<file path="config.mk">
export PLATFORM = sky130hd
export DESIGN_NAME = pie_ram
export DESIGN_NICKNAME = d
export VERILOG_FILES = /design/src/sv/pagerank_iteration_engine_defines.svh /design/src/sv/pie_ram.sv
export SDC_FILE = /design/constraint.sdc
export NUM_CORES = 1
export LEC_CHECK = 0
export BUFFER_PORTS_ARGS = -buffer_cell sky130_fd_sc_hd__buf_2
export CELL_PAD_IN_SITES_DETAIL_PLACEMENT = 0
export CELL_PAD_IN_SITES_GLOBAL_PLACEMENT = 1
export CORE_UTILIZATION = 40
export DETAILED_ROUTE_END_ITERATION = 10
export GPL_TIMING_DRIVEN = 0
export MAX_ROUTING_LAYER = met4
export PLACE_DENSITY = 0.75
export SYNTH_ARGS = -nofsm -noshare
export SYNTH_HDL_FRONTEND = slang
export SYNTH_SLANG_ARGS = --single-unit
</file>
<file path="constraint.sdc">
create_clock -name clk -period 1.5 [get_ports clk]
set_input_delay 0.15 -clock clk [delete_from_list [all_inputs] [get_ports clk]]
set_output_delay 0.15 -clock clk [all_outputs]
set_load 0.02 [all_outputs]
</file>
<file path="src/sv/pagerank_iteration_engine_defines.svh">
// Assertion macros for the engine's self-checks.
`ifndef PAGERANK_ITERATION_ENGINE_DEFINES_SVH
`define PAGERANK_ITERATION_ENGINE_DEFINES_SVH

`ifndef SYNTHESIS
// Same-cycle implication.
`define PIE_ASSERT_IMPL(name, clk, rst_n, ante, cons) \
	name: assert property (@(posedge clk) disable iff (!rst_n) (ante) |-> (cons)) \
		else $error("pie assertion failed");
// Next-cycle implication.
`define PIE_ASSERT_NEXT(name, clk, rst_n, ante, cons) \
	name: assert property (@(posedge clk) disable iff (!rst_n) (ante) |=> (cons)) \
		else $error("pie assertion failed");
`else
`define PIE_ASSERT_IMPL(name, clk, rst_n, ante, cons)
`define PIE_ASSERT_NEXT(name, clk, rst_n, ante, cons)
`endif

`endif

</file>
<file path="src/sv/pie_ram.sv">
`timescale 1ns / 1ps
module pie_ram #(
	parameter int DEPTH = 16,
	parameter int WIDTH = 8,
	localparam int AW = $clog2(DEPTH)
) (
	input  logic             clk,
	input  logic             we,
	input  logic [AW-1:0]    waddr,
	input  logic [WIDTH-1:0] wdata,
	input  logic             re,
	input  logic [AW-1:0]    raddr,
	output logic [WIDTH-1:0] rdata
);

	logic [WIDTH-1:0] mem [DEPTH];

	// One write port and one registered read port.
	always_ff @(posedge clk) begin
		if (we) begin
			mem[waddr] <= wdata;
		end
		if (re) begin
			rdata <= mem[raddr];
		end
	end

endmodule

</file>
-- After elaboration in Yosys (flattened, before gate mapping)
Memories as Yosys holds them, arrays and structs flattened. A register that Yosys moved wholly into a read port is not among the register bits.
Index checks and enable logic that the tools add are counted.
- bits in registers: 0
- memory bits (writable): 128
- input bits: 19
- logic and storage cells: 3
- memories: 1
- muxes and demuxes: 2
- memories (memory ; depth ; width ; rd ports ; clocked after Yosys merged registers in ; write ports ; RTL line ; RTL):
    mem ; 16 ; 8 ; 1 ; 1 ; 1 ; pie_ram.sv:16 ; logic [WIDTH-1:0] mem [DEPTH];
- operators with widths (kind ; count):
    $mux W1 ; 2

-- Longest topological paths before layout
- depth in word-level cells: 2
- gate-level depth with buffers: 5

-- Worst setup path before layout
No wires, ideal clock.
- path kind: in2reg
- from: in waddr[2]
- to: mem mem[0][0] (enable)
- library setup time: 0.383 ns
- arrival time: 1.260 ns
- required time: 1.117 ns
- path slack: -0.143 ns
- stages on the path: 2
- buffers on the path: 0
- cells stage by stage: or3b_2 -> nor3_1
- RTL lines (what ; RTL line ; RTL):
    from (decl) ; pie_ram.sv:9 ; input logic [AW-1:0] waddr,
    to (decl) ; pie_ram.sv:16 ;
Straight into the memory's write port.

==> summary.json <==
{
  "outcome": {"value": "finished, final reports clean"},
  "antenna_found_initial": {"value": 0},
  "power.share.clock": {"value": 0.463},
  "dp.final_hpwl": {"value": 6.16, "unit": "mm"},
  "vdd.ir_drop.worst": {"value": 1.06, "unit": "mV"},
  "synth.distinct_cells": {"value": 18},
  "detail_route.wirelength": {"value": 9.83, "unit": "mm"},
  "floorplan.rows": {"value": 41},
  "required_time_of_the_critical_path": {"value": 1650, "unit": "ps"},
  "whs_endpoint": {"value": "rdata[1]"},
  "antenna_violating_nets_post_route": {"value": 0},
  "clockBufferDepth": {"value": 2},
  "gr-total-overflow": {"value": 0},
  "rsz0062_at_grt": {"value": "no"},
  "die-area": {"value": 13500, "unit": "µm²"},
  "post-place-ws": {"value": -450, "unit": "ps"},
  "final.setup.tns": {"value": 0, "unit": "ps"},
  "cp.buffers_inverters": {"value": 0},
  "leakage": {"value": 0.00203, "unit": "µW"},
  "port-buffer-count": {"value": 25},
  "power_frac_seq": {"value": 0.487},
  "drc_errors": {"value": 0},
  "setup.worst_path.start_class": {"value": "flop"},
  "critical_path_peak_fanout": {"value": 1},
  "cts_htree_levels": {"value": 4},
  "critical_path_arrival": {"value": 1620, "unit": "ps"},
  "first_pass_iters": {"value": 4},
  "timing.rr.end": {"value": "rdata[5]"},
  "tightestPinTransition": {"value": 1220, "unit": "ps"},
  "floorplan.initialDensity": {"value": 0.413},
  "final_layout_size_suffix_gt1_frac": {"value": 0.332},
  "fillCellCount": {"value": 1035},
  "placed_cell_area": {"value": 5570, "unit": "µm²"},
  "post_synth.cell_area_avg": {"value": 22.8, "unit": "µm²"},
  "post-route-util": {"value": 0.489},
  "hold_viol_final": {"value": 0},
  "yosys_warnings": {"value": 0},
  "crit-reg2reg-launch": {"value": "mem[2][5]"},
  "syn_to_final_growth": {"value": 18.6, "unit": "%"},
  "finalCriticalPeriod": {"value": 1470, "unit": "ps"},
  "dieHeight": {"value": 116, "unit": "µm"},
  "crit_slowest_cell": {"value": "sky130_fd_sc_hd__mux4_2"},
  "global_route_usage_over_all_layers": {"value": 0.168},
  "chipWidth": {"value": 116, "unit": "µm"},
  "relSlewSlack": {"value": 0.178},
  "latest_clock_arrival_within_the_worst_skew_pair": {"value": 430, "unit": "ps"},
  "synth_area": {"value": 5230, "unit": "µm²"},
  "cts_tree": {"value": "yes"},
  "global_route_wire_length_before_repair": {"value": 14.6, "unit": "mm"},
  "cellPowerDensity": {"value": 1420, "unit": "nW/µm²"},
  "cts_num_sinks": {"value": 136},
  "min-delay-path-class": {"value": "input port to flop"},
  "syn-instance-count": {"value": 229},
  "slew_violations": {"value": 0},
  "cpPeakStageDelay": {"value": 480, "unit": "ps"},
  "holdPathStages": {"value": 1},
  "fin_ws": {"value": 34.3, "unit": "ps"},
  "clkTransAtPathRegs": {"value": 60, "unit": "ps"},
  "setup.worst_path.end_class": {"value": "flop"},
  "comb_power_share": {"value": 0.050},
  "timing.setup.critical_path_class": {"value": "flop to flop"},
  "synth_nets": {"value": 248},
  "crit_path_cell_trace": {"value": "mux4_2 -> a22oi_2 -> nand2_1"},
  "post_drt_wl_per_cell": {"value": 21.5, "unit": "µm"},
  "finalCritPeriodShare": {"value": 0.977},
  "detailedRoute.firstIterationViolations": {"value": 173},
  "post-route-cell-area": {"value": 6200, "unit": "µm²"},
  "grt_max_degree": {"value": 17},
  "achievable-frequency": {"value": 682, "unit": "MHz"},
  "mostFrequentLayoutCells": {"value": "sky130_fd_sc_hd__edfxtp_1 (136), sky130_fd_sc_hd__buf_2 (28), sky130_fd_sc_hd__mux4_2 (20)"},
  "finalNonFillerCells": {"value": 458},
  "power.internal": {"value": 7040, "unit": "µW"},
  "reg2reg_setup_slack": {"value": 30, "unit": "ps"},
  "max_cap_viol_count": {"value": 0},
  "placed_cells_incl_taps": {"value": 426},
  "n_antenna_cell": {"value": 0},
  "routed-via-count": {"value": 2418},
  "cts-buffers-inserted": {"value": 17},
  "switchingPower": {"value": 1780, "unit": "µW"},
  "vias_per_cell": {"value": 5.28},
  "p_sw_frac": {"value": 0.202},
  "final.setup_skew": {"value": 16.8, "unit": "ps"},
  "design.portCount": {"value": 27},
  "finish.net_count": {"value": 292},
  "reg2regPathDepth": {"value": 3},
  "global_placement_routability_congestion": {"value": 0.714},
  "cts_setup_buffers": {"value": 0},
  "startpoint_of_the_most_critical_hold_path": {"value": "re"},
  "cts_root_buffer": {"value": "sky130_fd_sc_hd__clkbuf_16"},
  "critical-path-top-delay-family": {"value": "multiplexers"},
  "synth.yosys.seq_area_share": {"value": 0.781},
  "layout_commonest_cell": {"value": "sky130_fd_sc_hd__edfxtp_1"},
  "core_area": {"value": 12700, "unit": "µm²"},
  "flip_flop_and_latch_count_after_synthesis": {"value": 136},
  "grt_pass1_vias": {"value": 2425},
  "setup_violations": {"value": 0}
}
[how the worst max path moves through the flow]
| stage | startpoint | to | slack [ps] | depth (start not counted) |
|---|---|---|---|---|
| floorplan | raddr[0] | rdata[1] | 70 | 5 |
| global placement | waddr[2] | mem[8][2] | -500 | 3 |
| detailed placement | waddr[2] | mem[8][0] | -450 | 3 |
| CTS | mem[2][5] | rdata[5] | 2 | 3 |
| global route | mem[9][4] | rdata[4] | 0.05 | 3 |
| finish | mem[2][5] | rdata[5] | 30 | 3 |
[cells by family (layout without fill, tap and decap cells)]
family | Yosys count | in the layout | synth area share
buffers and inverters | 10 | 67 | 0.0165
muxes | 32 | 32 | 0.148
AOI/OAI and AO/OA | 16 | 16 | 0.0230
and+or+nand+nor | 35 | 35 | 0.0314
DFF | 136 | 136 | 0.781
[registers in the layout, summed over array words and instances (netlist names)]
register  flops
mem         128
rdata         8
[per-stage QoR]
| stage | hold WS (ps) | power, µW |
|---|---|---|
| detailed placement | 508 | 4810 |
| finish | 78.6 | 8830 |
| floorplan | 249 | 4620 |
| CTS | 76.9 | 8880 |
| global placement | 503 | 4790 |
| global route | 79.1 | 9080 |
[metal layers]
layer	part of all wire	vias up	track usage
met5	0	-	-
met1	0.47	1258	0.227
li1	-	1064	-
met3	0.055	9	0.0503
met4	0.011	0	0.0641
met2	0.47	87	0.241
[cells in the mapped netlist (all sizes together)]
master         count  area [µm²]
and2b              1        7.51
clkdlybuf4s25      3        30.0
nand3              1        5.00
nor2b              1        6.26
nor2              13        48.8
edfxtp           136        4080
or3b               1        8.76
and2               1        6.26
nand2b             2        12.5
buf                7        56.3
nor3               4        20.0
nand2              9        33.8
mux4              32         773
nand3b             2        15.0
a22oi             16         120
[cell type report]
class                      count  area, µm²  area share
timing repair buffer          25        125      0.0202
clock buffer                  18        429      0.0692
sequential                   136       4080       0.658
tap                          172        215      0.0347
buffer                        10       86.3      0.0139
multi-input combinational     83       1100       0.178
clock inverter                14        158      0.0254
[power groups by stage]
stage | Clock [µW] | Combinational, µW | Sequential, µW
after detailed placement | 0 | 424 | 4380
after global routing | 4300 | 472 | 4310
after global placement | 0 | 416 | 4370
after CTS | 4140 | 436 | 4300
after floorplan | 0 | 216 | 4400
final | 4090 | 438 | 4300
[what timing repair did]
item / 4_1_cts / 5_1_grt
pin swaps: 0 / 2
endpoints found under the setup margin: 13 / 14
hold buffers: 0 / 0
gates resized for setup: 6 / 6
[worst reg2reg max path, stage by stage, from the launching register on]
cell	delay, ps
sky130_fd_sc_hd__edfxtp_1	390
sky130_fd_sc_hd__mux4_2	480
sky130_fd_sc_hd__a22oi_2	210
sky130_fd_sc_hd__nand2_1	100
Power figures use the tool's default switching activity.
