### config.mk
export PLATFORM = sky130hd
export DESIGN_NAME = pie_scale
export DESIGN_NICKNAME = d
export VERILOG_FILES = /design/src/sv/pagerank_iteration_engine_defines.svh /design/src/sv/pie_pkg.sv /design/src/sv/pie_scale.sv
export SDC_FILE = /design/constraint.sdc
export NUM_CORES = 2
export LEC_CHECK = 0
export BUFFER_PORTS_ARGS = -buffer_cell sky130_fd_sc_hd__buf_2
export CORE_MARGIN = 2
export CORE_UTILIZATION = 26
export DETAILED_ROUTE_END_ITERATION = 8
export PLACE_DENSITY = 0.5
export RECOVER_POWER = 50
export SYNTH_ARGS = -nofsm -noshare
export SYNTH_HDL_FRONTEND = slang
export SYNTH_SLANG_ARGS = --single-unit
### constraint.sdc
create_clock -name clk -period 5 [get_ports clk]
set_clock_uncertainty 0.15 [all_clocks]
set_input_delay 1 -clock clk [delete_from_list [all_inputs] [get_ports clk]]
set_output_delay 1 -clock clk [all_outputs]
set_load 0.01 [all_outputs]
### src/sv/pagerank_iteration_engine_defines.svh
// Assertion macros for the engine's self-checks.
`ifndef PAGERANK_ITERATION_ENGINE_DEFINES_SVH
`define PAGERANK_ITERATION_ENGINE_DEFINES_SVH

`ifndef SYNTHESIS
// Same-cycle implication.
`define PIE_ASSERT_IMPL(name, clk, rst_n, ante, cons) \
	name: assert property (@(posedge clk) disable iff (!rst_n) (ante) |-> (cons)) \
		else $error("pie assertion failed");
// Next-cycle implication.
`define PIE_ASSERT_NEXT(name, clk, rst_n, ante, cons) \
	name: assert property (@(posedge clk) disable iff (!rst_n) (ante) |=> (cons)) \
		else $error("pie assertion failed");
`else
`define PIE_ASSERT_IMPL(name, clk, rst_n, ante, cons)
`define PIE_ASSERT_NEXT(name, clk, rst_n, ante, cons)
`endif

`endif

### src/sv/pie_pkg.sv
`timescale 1ns / 1ps
package pie_pkg;

	// Store sizes.
	localparam int MAX_NODES = 1024;
	localparam int MAX_EDGES = 4096;
	localparam int NODE_AW   = $clog2(MAX_NODES);
	localparam int EDGE_AW   = $clog2(MAX_EDGES);
	localparam int EDGE_CW   = $clog2(MAX_EDGES + 1);
	localparam int DEG_W     = EDGE_CW;

	// Rank arithmetic.
	localparam int RANK_W  = 32;
	localparam int ACC_W   = RANK_W + EDGE_AW;
	localparam int HALF_W  = (ACC_W + 1) / 2;
	localparam int COEF_W  = 17;
	localparam int FRAC_W  = 16;
	localparam logic [RANK_W-1:0] ONE_Q16 = 32'h0001_0000;

	// Request kinds.
	localparam logic [1:0] KIND_EDGE    = 2'd0;
	localparam logic [1:0] KIND_COMPUTE = 2'd1;
	localparam logic [1:0] KIND_READ    = 2'd2;

	// Result status codes.
	localparam logic [1:0] STAT_OK      = 2'd0;
	localparam logic [1:0] STAT_DROPPED = 2'd1;
	localparam logic [1:0] STAT_DONE    = 2'd2;

	// Register indexes.
	localparam logic [1:0] REG_ITER    = 2'd0;
	localparam logic [1:0] REG_BASE    = 2'd1;
	localparam logic [1:0] REG_DAMPING = 2'd2;

	typedef struct packed {
		logic             present;
		logic [DEG_W-1:0] degree;
	} node_entry_t;

	typedef struct packed {
		logic [NODE_AW-1:0] src;
		logic [NODE_AW-1:0] dst;
	} edge_entry_t;

	typedef struct packed {
		logic              start;
		logic [RANK_W-1:0] dividend;
		logic [DEG_W-1:0]  divisor;
	} div_req_t;

	typedef struct packed {
		logic              busy;
		logic              done;
		logic [RANK_W-1:0] quotient;
	} div_rsp_t;

endpackage

### src/sv/pie_scale.sv
`timescale 1ns / 1ps
module pie_scale (
	input  logic                        clk,
	input  logic                        arst_n,
	input  logic                        in_valid,
	input  logic [pie_pkg::ACC_W-1:0]   sum,
	input  logic [pie_pkg::COEF_W-1:0]  damping,
	input  logic [pie_pkg::COEF_W-1:0]  base,
	output logic                        out_valid,
	output logic [pie_pkg::RANK_W-1:0]  rank
);

	localparam int PROD_W = pie_pkg::HALF_W + pie_pkg::COEF_W;
	localparam int FULL_W = pie_pkg::ACC_W + pie_pkg::COEF_W;
	localparam int SHR_W  = FULL_W - pie_pkg::FRAC_W;

	logic [PROD_W-1:0]          plo_s1;
	logic [PROD_W-1:0]          phi_s1;
	logic                       valid_s1;
	logic                       valid_s2;
	logic [pie_pkg::RANK_W-1:0] rank_s2;
	logic [pie_pkg::HALF_W-1:0] sum_lo;
	logic [pie_pkg::HALF_W-1:0] sum_hi;
	logic [FULL_W-1:0]          full;
	logic [SHR_W:0]             biased;

	assign sum_lo = sum[pie_pkg::HALF_W-1:0];
	assign sum_hi = pie_pkg::HALF_W'(sum >> pie_pkg::HALF_W);

	// Recombine the partial products, drop the fraction, add the base and saturate.
	assign full   = (FULL_W'(phi_s1) << pie_pkg::HALF_W) + FULL_W'(plo_s1);
	assign biased = (SHR_W + 1)'(full >> pie_pkg::FRAC_W) + (SHR_W + 1)'(base);

	always_ff @(posedge clk or negedge arst_n) begin
		if (!arst_n) begin
			valid_s1 <= 1'b0;
			valid_s2 <= 1'b0;
		end else begin
			valid_s1 <= in_valid;
			valid_s2 <= valid_s1;
		end
	end

	// Two half-width products in the first stage, the sum in the second.
	always_ff @(posedge clk) begin
		plo_s1 <= PROD_W'(sum_lo) * PROD_W'(damping);
		phi_s1 <= PROD_W'(sum_hi) * PROD_W'(damping);
		if (biased > (SHR_W + 1)'({pie_pkg::RANK_W{1'b1}})) begin
			rank_s2 <= '1;
		end else begin
			rank_s2 <= biased[pie_pkg::RANK_W-1:0];
		end
	end

	assign out_valid = valid_s2;
	assign rank      = rank_s2;

endmodule

Word level (Yosys, flattened, before mapping)
Index checks and enable logic that the tools add are counted.
- add/sub/neg operators: 2
- multiply operators: 2
- magnitude comparators: 1
- operator list (operator ; count):
    $mul A22 B17 Y39 ; 2
    $add A61 B39 Y61 ; 1
    $add A45 B17 Y46 ; 1
    $gt A46 B32 Y1 const B ; 1
- register bits: 112
- input port bits: 81
- logic and storage cells: 10

Longest topological paths before layout
- depth after elaboration: 3
- depth in mapped cells: 27
- depth with buffers taken out: 25

Least setup slack after synthesis
OpenSTA, ideal clock, no wires.
- kind: input to register
- start: input damping[2] (netlist name)
- end: register phi_s1[33]
- library setup time: 0.072 ns
- arrival time: 7.360 ns
- data required time: 4.778 ns
- slack: -2.582 ns
- cell stages on the path: 26
- buffers on the path: 2
- path through: clkbuf_1 clkbuf_1 nand2_1 fa_1 inv_1 fa_1 inv_1 fa_1 inv_1 fa_1 fa_1 inv_1 fa_1 inv_1 ha_1 a2111oi_0 nand2_1 nor2_1 a221oi_1 o31a_1 o41a_1 a311o_1 a21oi_1 o21bai_1 a21oi_1 xnor2_1
- cells in the longest elaborated chain, start to end: 1
- RTL lines (element ; RTL line ; source):
    start: declaration ; pie_scale.sv:7 ; input logic [pie_pkg::COEF_W-1:0] damping,
    $mul A22 B17 Y39 ; pie_scale.sv:47 ; phi_s1 <= PROD_W'(sum_hi) * PROD_W'(damping);
    end signal: assignment ; pie_scale.sv:47 ;
    end: declaration ; pie_scale.sv:18 ; logic [PROD_W-1:0] phi_s1;
No other way between the ends.
A chain may end at the register's enable or synchronous reset.

Final worst setup path
- start: input damping[12] (netlist name)
- end: register phi_s1[37]
Same word-level chain as after synthesis.

==> metrics.md <==
| Metric | Value |
|---|---|
| Status | complete, but fails checks |
| Failing checks | negative setup slack |
| Unrepaired setup endpoints after global routing | true |
| Syn Area/Cell | 8.70 sq um |
| Core region area | 111000 sq um |
| CP max stage cell | fa_1 |
| Via-per-instance ratio | 4.40 |
| Final Max Slew Viols | 0 |
| R2R Path Start | plo_s1[23] |
| Post-DRT Antenna Nets | 0 |
| Post-Syn Area | 29100 sq um |
| CTS H-tree depth | 3 |
| Root buf cell | clkbuf_16 |
| Worst r2r path cells | 19 |
| Sequential fraction of the synthesis area | 6.65% |
| Gate count of the mapped netlist | 3338 |
| Warning count from the yosys run | 0 |
| Post-synth top area cell | fa_1 |
| Yosys reg bits | 96 |
| Cell variety after synth | 89 |
| Fraction of final layout cells sized beyond drive strength 1 | 22.9% |
| Commonest cells post-synth | 743 x inv_1, 598 x fa_1, 492 x nand2_1, 313 x and2_1, 258 x ha_1 |
| Row cnt | 122 |
| CP max FO | 7 |
| FF-to-FF setup slack | 0.20 ns |
| Initial antenna violation count | 26 |
| Full die area | 114000 sq um |
| Clock-pin transition on the worst setup and hold timing paths | 0.07 ns |
| Delay-heaviest family, CP | adder cells |
| CTS max path bufs | 2 |
| Vias in the first global route | 24100 |
| Tmin final | 6.85 ns |
| Cells taking the most area after synthesis | fa_1 41%, ha_1 11%, inv_1 9.6%, and2_1 6.7%, dfxtp_1 6.5% |
| Gp weighted congestion | 0.832 |
| Fin crit share | 137% |
| Final Net Count | 4683 |
| Area growth from synthesis to layout | 26.9% |
| DRT Pass-1 Iters | 5 |
| Placed cells | 5172 |
| Startpoint types | input pin |
| Arr. time, crit path | 6.95 ns |
| Crit Path Category | input pin to flop |
| Post-synth ARST share | 2.08% |
| Clock Sink Count | 96 |
| Max cap viols | 0 |
| Final Hold Viols | 0 |
| Source of the critical timing path | damping[12] |
| Global-route wire length before repair | 137000 um |
| DRT iter0 DRCs | 1187 |
| CP Capture Type | flop |
| Net Count, Synth | 4275 |
| Critical Path RT | 5.11 ns |
| Residual DRC count | 0 |
| Post-Route WL | 85800 um |
| Levels on crit path | 25 |
| Port bufs | 113 |
| Synth top area share | 41.2% |
| Final worst setup slack | -1.85 ns |
| Hold Startpoint | valid_s1 |
| Setup violations, final | 53 |
| Starting Density | 26.2% |
| Die height | 338 um |
| Worst-Skew Late Latency | 0.36 ns |
| Final std cells w/o fill | 5241 |
| Fillcell total | 11700 |
| Crit path capture | phi_s1[37] |
| Hpwl dp | 72500 um |
| Ports | 114 |
| CTS buffer count | 9 |
| Worst min-delay path class | flop to flop |
| Worst-margin pin slew | 0.796 ns |
| WL/cell | 16.4 um |
| Slowest stage delay, CP | 0.55 ns |
| Largest net degree at the start of global routing | 33 |
| Max Fclk | 0.146 GHz |
| Most used DFF post-synth | dfxtp_1 |
| Critical R2R Capture | rank[23] |
| Chip width | 338 um |
| Post-synth EDFFs | 0 |
| Cell mode on critical path | fa_1 |
| Grt total ovfl | 0 |
| Worst path buffer plus inverter count | 6 |
| GRT Util Overall | 15.1% |
| TritonCTS clock tree | done |
| Most common cell in the netlist | inv_1 |
| Worst rel slew slack | 46.9% |
| Via count | 23100 |
layout make-up:
| type | count | area, sq um | share of cell area, % |
|---|---|---|---|
| Multi-Input combinational cell | 2341 | 25100 | 68.1 |
| Timing Repair Buffer | 555 | 4860 | 13.2 |
| Inverter | 743 | 2790 | 7.56 |
| Sequential cell | 96 | 1930 | 5.24 |
| Tap cell | 1488 | 1860 | 5.05 |
| Clock buffer | 12 | 256 | 0.696 |
| Clock inverter | 4 | 52.6 | 0.143 |
| Antenna cell | 2 | 5.00 | 0.0136 |
cell usage in the layout (no fill, tap or decap), types with 28 or more instances in the layout:
cell / count
a21o_1: 30
clkbuf_1: 36
fa_1: 570
fa_2: 28
xnor2_1: 69
nand3_2: 32
dfxtp_1: 93
and2_1: 287
nor2_1: 65
buf_2: 45
nand2_1: 468
ha_1: 231
a21oi_2: 34
nor3_1: 32
inv_1: 717
buf_4: 354
a21oi_1: 35
buf_12: 34
buf_6: 61
sequential cells by signal, summed over array words and instances, names as in the netlist:
| name | cells |
|---|---|
| out_valid | 1 |
| rank | 32 |
| plo_s1 | 23 |
| valid_s1 | 1 |
| phi_s1 | 39 |
logic make-up after synthesis:
| family | synth area share, % |
|---|---|
| adders and majority gates | 52.3 |
| buffers and inverters | 11.8 |
| and+or+nand+nor | 19.1 |
| DFF | 6.65 |
| muxes | 0.233 |
| AOI/OAI and AO/OA | 6.54 |
| xor gates and xnor gates | 3.38 |
per-layer routing:
metal	part of all wire (%)	global-route usage (%)	vias to the layer above
met5	0.16	0	-
met4	1.6	2.58	24
met3	5.8	2.76	93
met2	44	23.5	534
met1	48	21.8	11500
li1	-	-	10900
timing repair:
action | 4_1_cts | 5_1_grt
pin swaps | 65 | 123
setup endpoints to repair | 86 | 85
hold buffers | 0 | 0
setup buffers | 29 | 25
resized for setup | 214 | 189
gates cloned | 4 | 2
worst min path at each step:
stage,to,slack [ns],cells past startpoint
after floorplan,out_valid,0.18,0
after global placement,out_valid,0.19,0
after detailed placement,out_valid,0.20,0
after CTS,out_valid,0.22,0
after global routing,out_valid,0.22,0
final,out_valid,0.21,0
metrics by stage:
step           utilization [%]  TNS [ns]  hold WS, ns  worst slack (ns)  instance area (sq um)
2_1_floorplan                -    -64.69        0.181             -2.01                  29900
3_3_place_gp              31.1   -111.69        0.192             -2.58                  34400
3_5_place_dp              31.1   -114.19        0.201             -2.68                  34400
4_1_cts                   32.4    -67.25        0.217             -1.85                  35900
5_1_grt                   33.3    -78.91        0.224             -2.06                  36900
6_report                  33.3    -68.14        0.211             -1.85                  36900
Power is left out: the tool's default activity adds up to more than one toggle a clock period on the data nets, which glitch-free logic cannot reach.
