## src/sv/pagerank_iteration_engine_defines.svh

```systemverilog
// Assertion macros for the engine's self-checks.
`ifndef PAGERANK_ITERATION_ENGINE_DEFINES_SVH
`define PAGERANK_ITERATION_ENGINE_DEFINES_SVH

`ifndef SYNTHESIS
// Same-cycle implication.
`define PIE_ASSERT_IMPL(name, clk, rst_n, ante, cons) \
	name: assert property (@(posedge clk) disable iff (!rst_n) (ante) |-> (cons)) \
		else $error("pie assertion failed");
// Next-cycle implication.
`define PIE_ASSERT_NEXT(name, clk, rst_n, ante, cons) \
	name: assert property (@(posedge clk) disable iff (!rst_n) (ante) |=> (cons)) \
		else $error("pie assertion failed");
`else
`define PIE_ASSERT_IMPL(name, clk, rst_n, ante, cons)
`define PIE_ASSERT_NEXT(name, clk, rst_n, ante, cons)
`endif

`endif

```

## src/sv/pie_pkg.sv

```systemverilog
`timescale 1ns / 1ps
package pie_pkg;

	// Store sizes.
	localparam int MAX_NODES = 1024;
	localparam int MAX_EDGES = 4096;
	localparam int NODE_AW   = $clog2(MAX_NODES);
	localparam int EDGE_AW   = $clog2(MAX_EDGES);
	localparam int EDGE_CW   = $clog2(MAX_EDGES + 1);
	localparam int DEG_W     = EDGE_CW;

	// Rank arithmetic.
	localparam int RANK_W  = 32;
	localparam int ACC_W   = RANK_W + EDGE_AW;
	localparam int HALF_W  = (ACC_W + 1) / 2;
	localparam int COEF_W  = 17;
	localparam int FRAC_W  = 16;
	localparam logic [RANK_W-1:0] ONE_Q16 = 32'h0001_0000;

	// Request kinds.
	localparam logic [1:0] KIND_EDGE    = 2'd0;
	localparam logic [1:0] KIND_COMPUTE = 2'd1;
	localparam logic [1:0] KIND_READ    = 2'd2;

	// Result status codes.
	localparam logic [1:0] STAT_OK      = 2'd0;
	localparam logic [1:0] STAT_DROPPED = 2'd1;
	localparam logic [1:0] STAT_DONE    = 2'd2;

	// Register indexes.
	localparam logic [1:0] REG_ITER    = 2'd0;
	localparam logic [1:0] REG_BASE    = 2'd1;
	localparam logic [1:0] REG_DAMPING = 2'd2;

	typedef struct packed {
		logic             present;
		logic [DEG_W-1:0] degree;
	} node_entry_t;

	typedef struct packed {
		logic [NODE_AW-1:0] src;
		logic [NODE_AW-1:0] dst;
	} edge_entry_t;

	typedef struct packed {
		logic              start;
		logic [RANK_W-1:0] dividend;
		logic [DEG_W-1:0]  divisor;
	} div_req_t;

	typedef struct packed {
		logic              busy;
		logic              done;
		logic [RANK_W-1:0] quotient;
	} div_rsp_t;

endpackage

```

## src/sv/pie_div.sv

```systemverilog
`timescale 1ns / 1ps
module pie_div (
	input  logic              clk,
	input  logic              arst_n,
	input  pie_pkg::div_req_t req,
	output pie_pkg::div_rsp_t rsp
);

	localparam int CNT_W = $clog2(pie_pkg::RANK_W);

	logic [pie_pkg::RANK_W-1:0] quo_q;
	logic [pie_pkg::DEG_W-1:0]  rem_q;
	logic [pie_pkg::DEG_W-1:0]  div_q;
	logic [CNT_W-1:0]           cnt_q;
	logic                       busy_q;
	logic                       done_q;
	logic [pie_pkg::DEG_W:0]    trial;
	logic                       fits;

	// One restoring step per cycle: shift in the next dividend bit and try to subtract.
	assign trial = {rem_q, quo_q[pie_pkg::RANK_W-1]};
	assign fits  = trial >= {1'b0, div_q};

	always_ff @(posedge clk or negedge arst_n) begin
		if (!arst_n) begin
			busy_q <= 1'b0;
			done_q <= 1'b0;
			cnt_q  <= '0;
		end else begin
			done_q <= 1'b0;
			if (req.start) begin
				busy_q <= 1'b1;
				cnt_q  <= CNT_W'(pie_pkg::RANK_W - 1);
			end else if (busy_q) begin
				cnt_q <= cnt_q - 1'b1;
				if (cnt_q == '0) begin
					busy_q <= 1'b0;
					done_q <= 1'b1;
				end
			end
		end
	end

	// Datapath for the quotient and the partial remainder.
	always_ff @(posedge clk) begin
		if (req.start) begin
			quo_q <= req.dividend;
			rem_q <= '0;
			div_q <= req.divisor;
		end else if (busy_q) begin
			quo_q <= {quo_q[pie_pkg::RANK_W-2:0], fits};
			rem_q <= fits ? pie_pkg::DEG_W'(trial - {1'b0, div_q})
			              : trial[pie_pkg::DEG_W-1:0];
		end
	end

	assign rsp.busy     = busy_q;
	assign rsp.done     = done_q;
	assign rsp.quotient = quo_q;

endmodule

```

## config.mk

```make
export PLATFORM = sky130hd
export DESIGN_NAME = pie_div
export DESIGN_NICKNAME = d
export VERILOG_FILES = /design/src/sv/pagerank_iteration_engine_defines.svh /design/src/sv/pie_pkg.sv /design/src/sv/pie_div.sv
export SDC_FILE = /design/constraint.sdc
export NUM_CORES = 1
export LEC_CHECK = 0
export ABC_AREA = 1
export BUFFER_PORTS_ARGS = -buffer_cell sky130_fd_sc_hd__buf_2
export CAP_MARGIN = 5
export CORE_MARGIN = 4
export CORE_UTILIZATION = 42
export CTS_CLUSTER_DIAMETER = 80
export CTS_CLUSTER_SIZE = 24
export DETAILED_ROUTE_END_ITERATION = 7
export HOLD_SLACK_MARGIN = 0.05
export SKIP_LAST_GASP = 1
export SYNTH_ARGS = -nofsm -noshare
export SYNTH_HDL_FRONTEND = slang
export SYNTH_SLANG_ARGS = --single-unit
```

## constraint.sdc

```tcl
create_clock -name clk -period 5.4 [get_ports clk]
set_input_delay 1.08 -clock clk [delete_from_list [all_inputs] [get_ports clk]]
set_output_delay 1.08 -clock clk [all_outputs]
set_load 0.005 [all_outputs]
```

Word level (Yosys, flattened, before mapping)
Cells that the tools add are included.

storage, ports and cells
  flip-flop bits (word level) = 65
  logic and storage cells = 22
  output and inout port bits = 34
  input port bits = 48

operators by class
  $lt $le $gt $ge = 1
  $add $sub $neg = 2
  reductions and logical operators = 2
  multiplexer cells = 11

operators with widths
  kind                   number
  $mux W32               2
  $ge A14 B13 Y1         1
  $mux W13               1
  $sub A13 B13 Y13       1
  $mux W5                2
  $mux W1                6
  $logic_not A5 Y1       1
  $sub A5 B1 Y5 const B  1
  $reduce_bool A2 Y1     1

Logic depth before layout (Yosys ltp)
  word-level depth = 4
  mapped depth = 14
  gate-level depth less buffers = 13

Worst setup path before layout
Ideal clock, no wire load.

  path type = input to register
  from = input req[45] (netlist bit)
  to = register quo_q[0] (netlist bit), enable pin
  library setup time = 0.389 ns
  data arrival time = 1.812 ns
  path buffers = 0
  data required time = 5.011 ns
  cell stages on the path = 2
  path slack = 3.199 ns
  cell sequence = nor2_1 inv_1

on the way
  longest elaborated chain between the ends = 1

RTL lines
  what                                 RTL line       RTL
  start: declaration                   pie_div.sv:5   input pie_pkg::div_req_t req,
  $reduce_bool A2 Y1 (no source line)  n/a
  end signal: assignment               pie_div.sv:47  quo_q <= req.dividend;
  end signal: assignment               pie_div.sv:51  quo_q <= {quo_q[pie_pkg::RANK_W-2:0], fits};
  end: declaration                     pie_div.sv:11  logic [pie_pkg::RANK_W-1:0] quo_q;

Every way passes these cells.
A chain may end at the register's enable or synchronous reset.

Worst setup path after layout
  from = input req[45] (netlist bit)
  to = register quo_q[6] (netlist bit), enable pin

The elaborated chain is that of the path after synthesis.

==> flow_summary.json <==
{
  "outcome": "completed",
  "antenna_found_initial": 1,
  "p_switching_w": 0.000708,
  "insertedDiodeCount": 0,
  "cp_capture_type": "flop",
  "drt-vias-per-instance": 4.83,
  "cellPowerDensity_nw_per_um2": 435,
  "globalRoute.totalOverflow": 0,
  "hold_class": "flop to flop",
  "timing.critical_path.from_type": "input pin",
  "dpl_cell_area_um2": 4130,
  "clockRootBuffer": "sky130_fd_sc_hd__clkbuf_8",
  "yosys.cell_types.count": 31,
  "cts.htree.levels": 3,
  "power.leakage_nw": 2.33,
  "rsz0062_at_grt": "false",
  "num_rows": 33,
  "final_hold_viol_count": 0,
  "final_count_of_negative_setup_slack_endpoints": 0,
  "insertion_delay_ps": 340,
  "detailedRoute.firstIterationViolations": 172,
  "synth-warning-count": 0,
  "syn_avg_cell_area_um2": 8.00,
  "grt_pass1_wl_mm": 13.7,
  "fin_skew_ps": 11.1,
  "clk_path_buf_depth": 2,
  "finish.net_count": 600,
  "pin_count": 82,
  "floorplan.initialDensity_pct": 43.8,
  "share_seq_of_total_power_pct": 35.1,
  "vias": 3119,
  "floorplan.die.width_um": 101,
  "postSynth.asyncResetShare_pct": 10.8,
  "max_cap_viol_count": 0,
  "critPathKind": "input pin to flop",
  "design.die.area_um2": 10300,
  "yosys_most_used_dff": "sky130_fd_sc_hd__edfxtp_1",
  "netlist_instances": 457,
  "totalNegativeSetupSlack_ps": 0,
  "final_antenna_net_count": 0,
  "placement.io_buffers": 81,
  "detail_route.first_pass.iterations": 4,
  "fmax_mhz": 328,
  "mappedNetlistNets": 521,
  "worst_slew_margin_rel_pct": 27.9,
  "mappedNetlistArea_um2": 3660,
  "timing.final.max_slew_violations": 0,
  "clk_pin_slew_worst_paths_ps": 70,
  "power.share.switching_pct": 37.2,
  "worst-endpoint-required_ps": 5470,
  "power.ir.vdd_worst_mv": 0.203,
  "gpl.final_weighted_congestion": 0.907,
  "cts_buffers": 9,
  "p_int_w": 0.00119,
  "drt_drc_violations_left": 0,
  "post_synth_edffs": 45,
  "core_area_um2": 8340,
  "gr-usage-all-layers_pct": 16.8,
  "mostFrequentLayoutCell": "sky130_fd_sc_hd__nand2_1",
  "final.hold.worst_slack_ps": 477,
  "routed_wire_length_per_instance_um": 12.9,
  "largest_net_degree_at_the_start_of_global_routing": 53,
  "cts_tree": "built",
  "detail_route.wirelength_mm": 8.35,
  "worst-path-max-fanout": 52,
  "cts_resized": 0,
  "power.share.clock_pct": 26.3,
  "finish.instance_area_um2": 4370,
  "mostFrequentLayoutCells": "sky130_fd_sc_hd__nand2_1 (188), sky130_fd_sc_hd__buf_2 (81), sky130_fd_sc_hd__inv_1 (69)",
  "cts_hold_buf": 0,
  "post_route_cells_drive_above_1_share_pct": 21.8,
  "flow.area_growth_from_synthesis_pct": 19.5,
  "power_frac_comb_pct": 38.6,
  "first_global_vias": 3000,
  "numClockSinks": 65,
  "period_share_pct": 56.4,
  "postSynthRegisterBits": 65,
  "dp_hpwl_mm": 6.10,
  "dieHeight_um": 101,
  "crit_arrival_ps": 3110,
  "worst_slew_pin_slew_ps": 1080,
  "placedCellCount": 630,
  "design_power_total_w": 0.00190,
  "yosysSeqAreaShare_pct": 48.9,
  "final_cell_count_no_fill": 646,
  "cts.repair_timing.setup_buffer_count": 0,
  "timing.final.crit_period_ps": 3050
}
[through the flow]
stage / worst slack, ps / utilization (%)
2_1_floorplan: 3200 / -
3_3_place_gp: 2090 / 49.5
3_5_place_dp: 1990 / 49.5
4_1_cts: 2360 / 52.4
5_1_grt: 2220 / 52.4
6_report: 2350 / 52.4
[state kept, by name (all words and copies together), names as in the netlist]
signal	cells
div_q	13
quo_q	32
done_q	1
rem_q	13
busy_q	1
cnt_q	5
[final cells by class]
| type | count | area [um2] |
|---|---|---|
| Clock buffer | 9 | 124 |
| Fill cell | 819 | 3970 |
| Tap cell | 105 | 131 |
| Sequential cell | 65 | 1790 |
| Inverter | 72 | 270 |
| Timing Repair Buffer | 83 | 420 |
| Clock inverter | 7 | 119 |
| Multi-Input combinational cell | 305 | 1520 |
[path summary, 6_finish.rpt]
check,startpoint,endpoint,slack [ps],depth (start not counted)
setup / recovery,req[45],quo_q[6],2350,5
hold / removal,rem_q[8],rem_q[8],480,2
setup reg to reg,quo_q[31],quo_q[0],2960,12
hold reg to reg,rem_q[8],rem_q[8],480,2
max in group asynchronous,arst_n,busy_q,4660,1
min in group asynchronous,arst_n,cnt_q[3],570,1
[Yosys cell counts (all sizes together) (6+ instances only)]
| library cell | number | area (um2) |
|---|---|---|
| nand4 | 19 | 125 |
| o21ai | 9 | 45.0 |
| nand2 | 194 | 748 |
| dfrtp | 7 | 175 |
| dfxtp | 13 | 260 |
| ha | 15 | 188 |
| a21oi | 6 | 41.3 |
| buf | 7 | 50.0 |
| edfxtp | 45 | 1350 |
| clkbuf | 8 | 30.0 |
| inv | 72 | 270 |
| nor2 | 23 | 96.4 |
| nand3 | 30 | 193 |
[power groups by stage]
stage / Combinational (W) / Sequential (W) / Clock, W
after floorplan: 0.000577 / 0.000669 / 0
after global placement: 0.000721 / 0.000679 / 0
after detailed placement: 0.000733 / 0.000677 / 0
after CTS: 0.000735 / 0.000668 / 0.000509
after global routing: 0.000844 / 0.000677 / 0.000529
final: 0.000735 / 0.000668 / 0.000500
[worst max-delay path: stages]
cell	delay [ps]
sky130_fd_sc_hd__buf_2	90
sky130_fd_sc_hd__buf_4	270
sky130_fd_sc_hd__nor2_1	770
sky130_fd_sc_hd__inv_1	480
sky130_fd_sc_hd__buf_4	380
[layer usage]
| metal | GRT usage (%) | part of all wire, % | vias up |
|---|---|---|---|
| met4 | 5.32 | 0.58 | 2 |
| li1 | - | - | 1598 |
| met1 | 22.9 | 46 | 1427 |
| met2 | 26.1 | 46 | 84 |
| met5 | 0 | 0.16 | - |
| met3 | 4.55 | 6.7 | 8 |
[kinds of logic (layout without fill, tap and decap cells)]
kind of cell	count (synthesis)	count (layout)	share of synthesized area, %
xor+xnor	5	5	1.20
compound gates	16	16	2.57
flops	65	65	48.9
fa+ha+maj	16	16	5.68
buf+inv	87	171	9.58
simple gates	268	268	32.1
No activity file was read; power rests on OpenSTA's default activity.
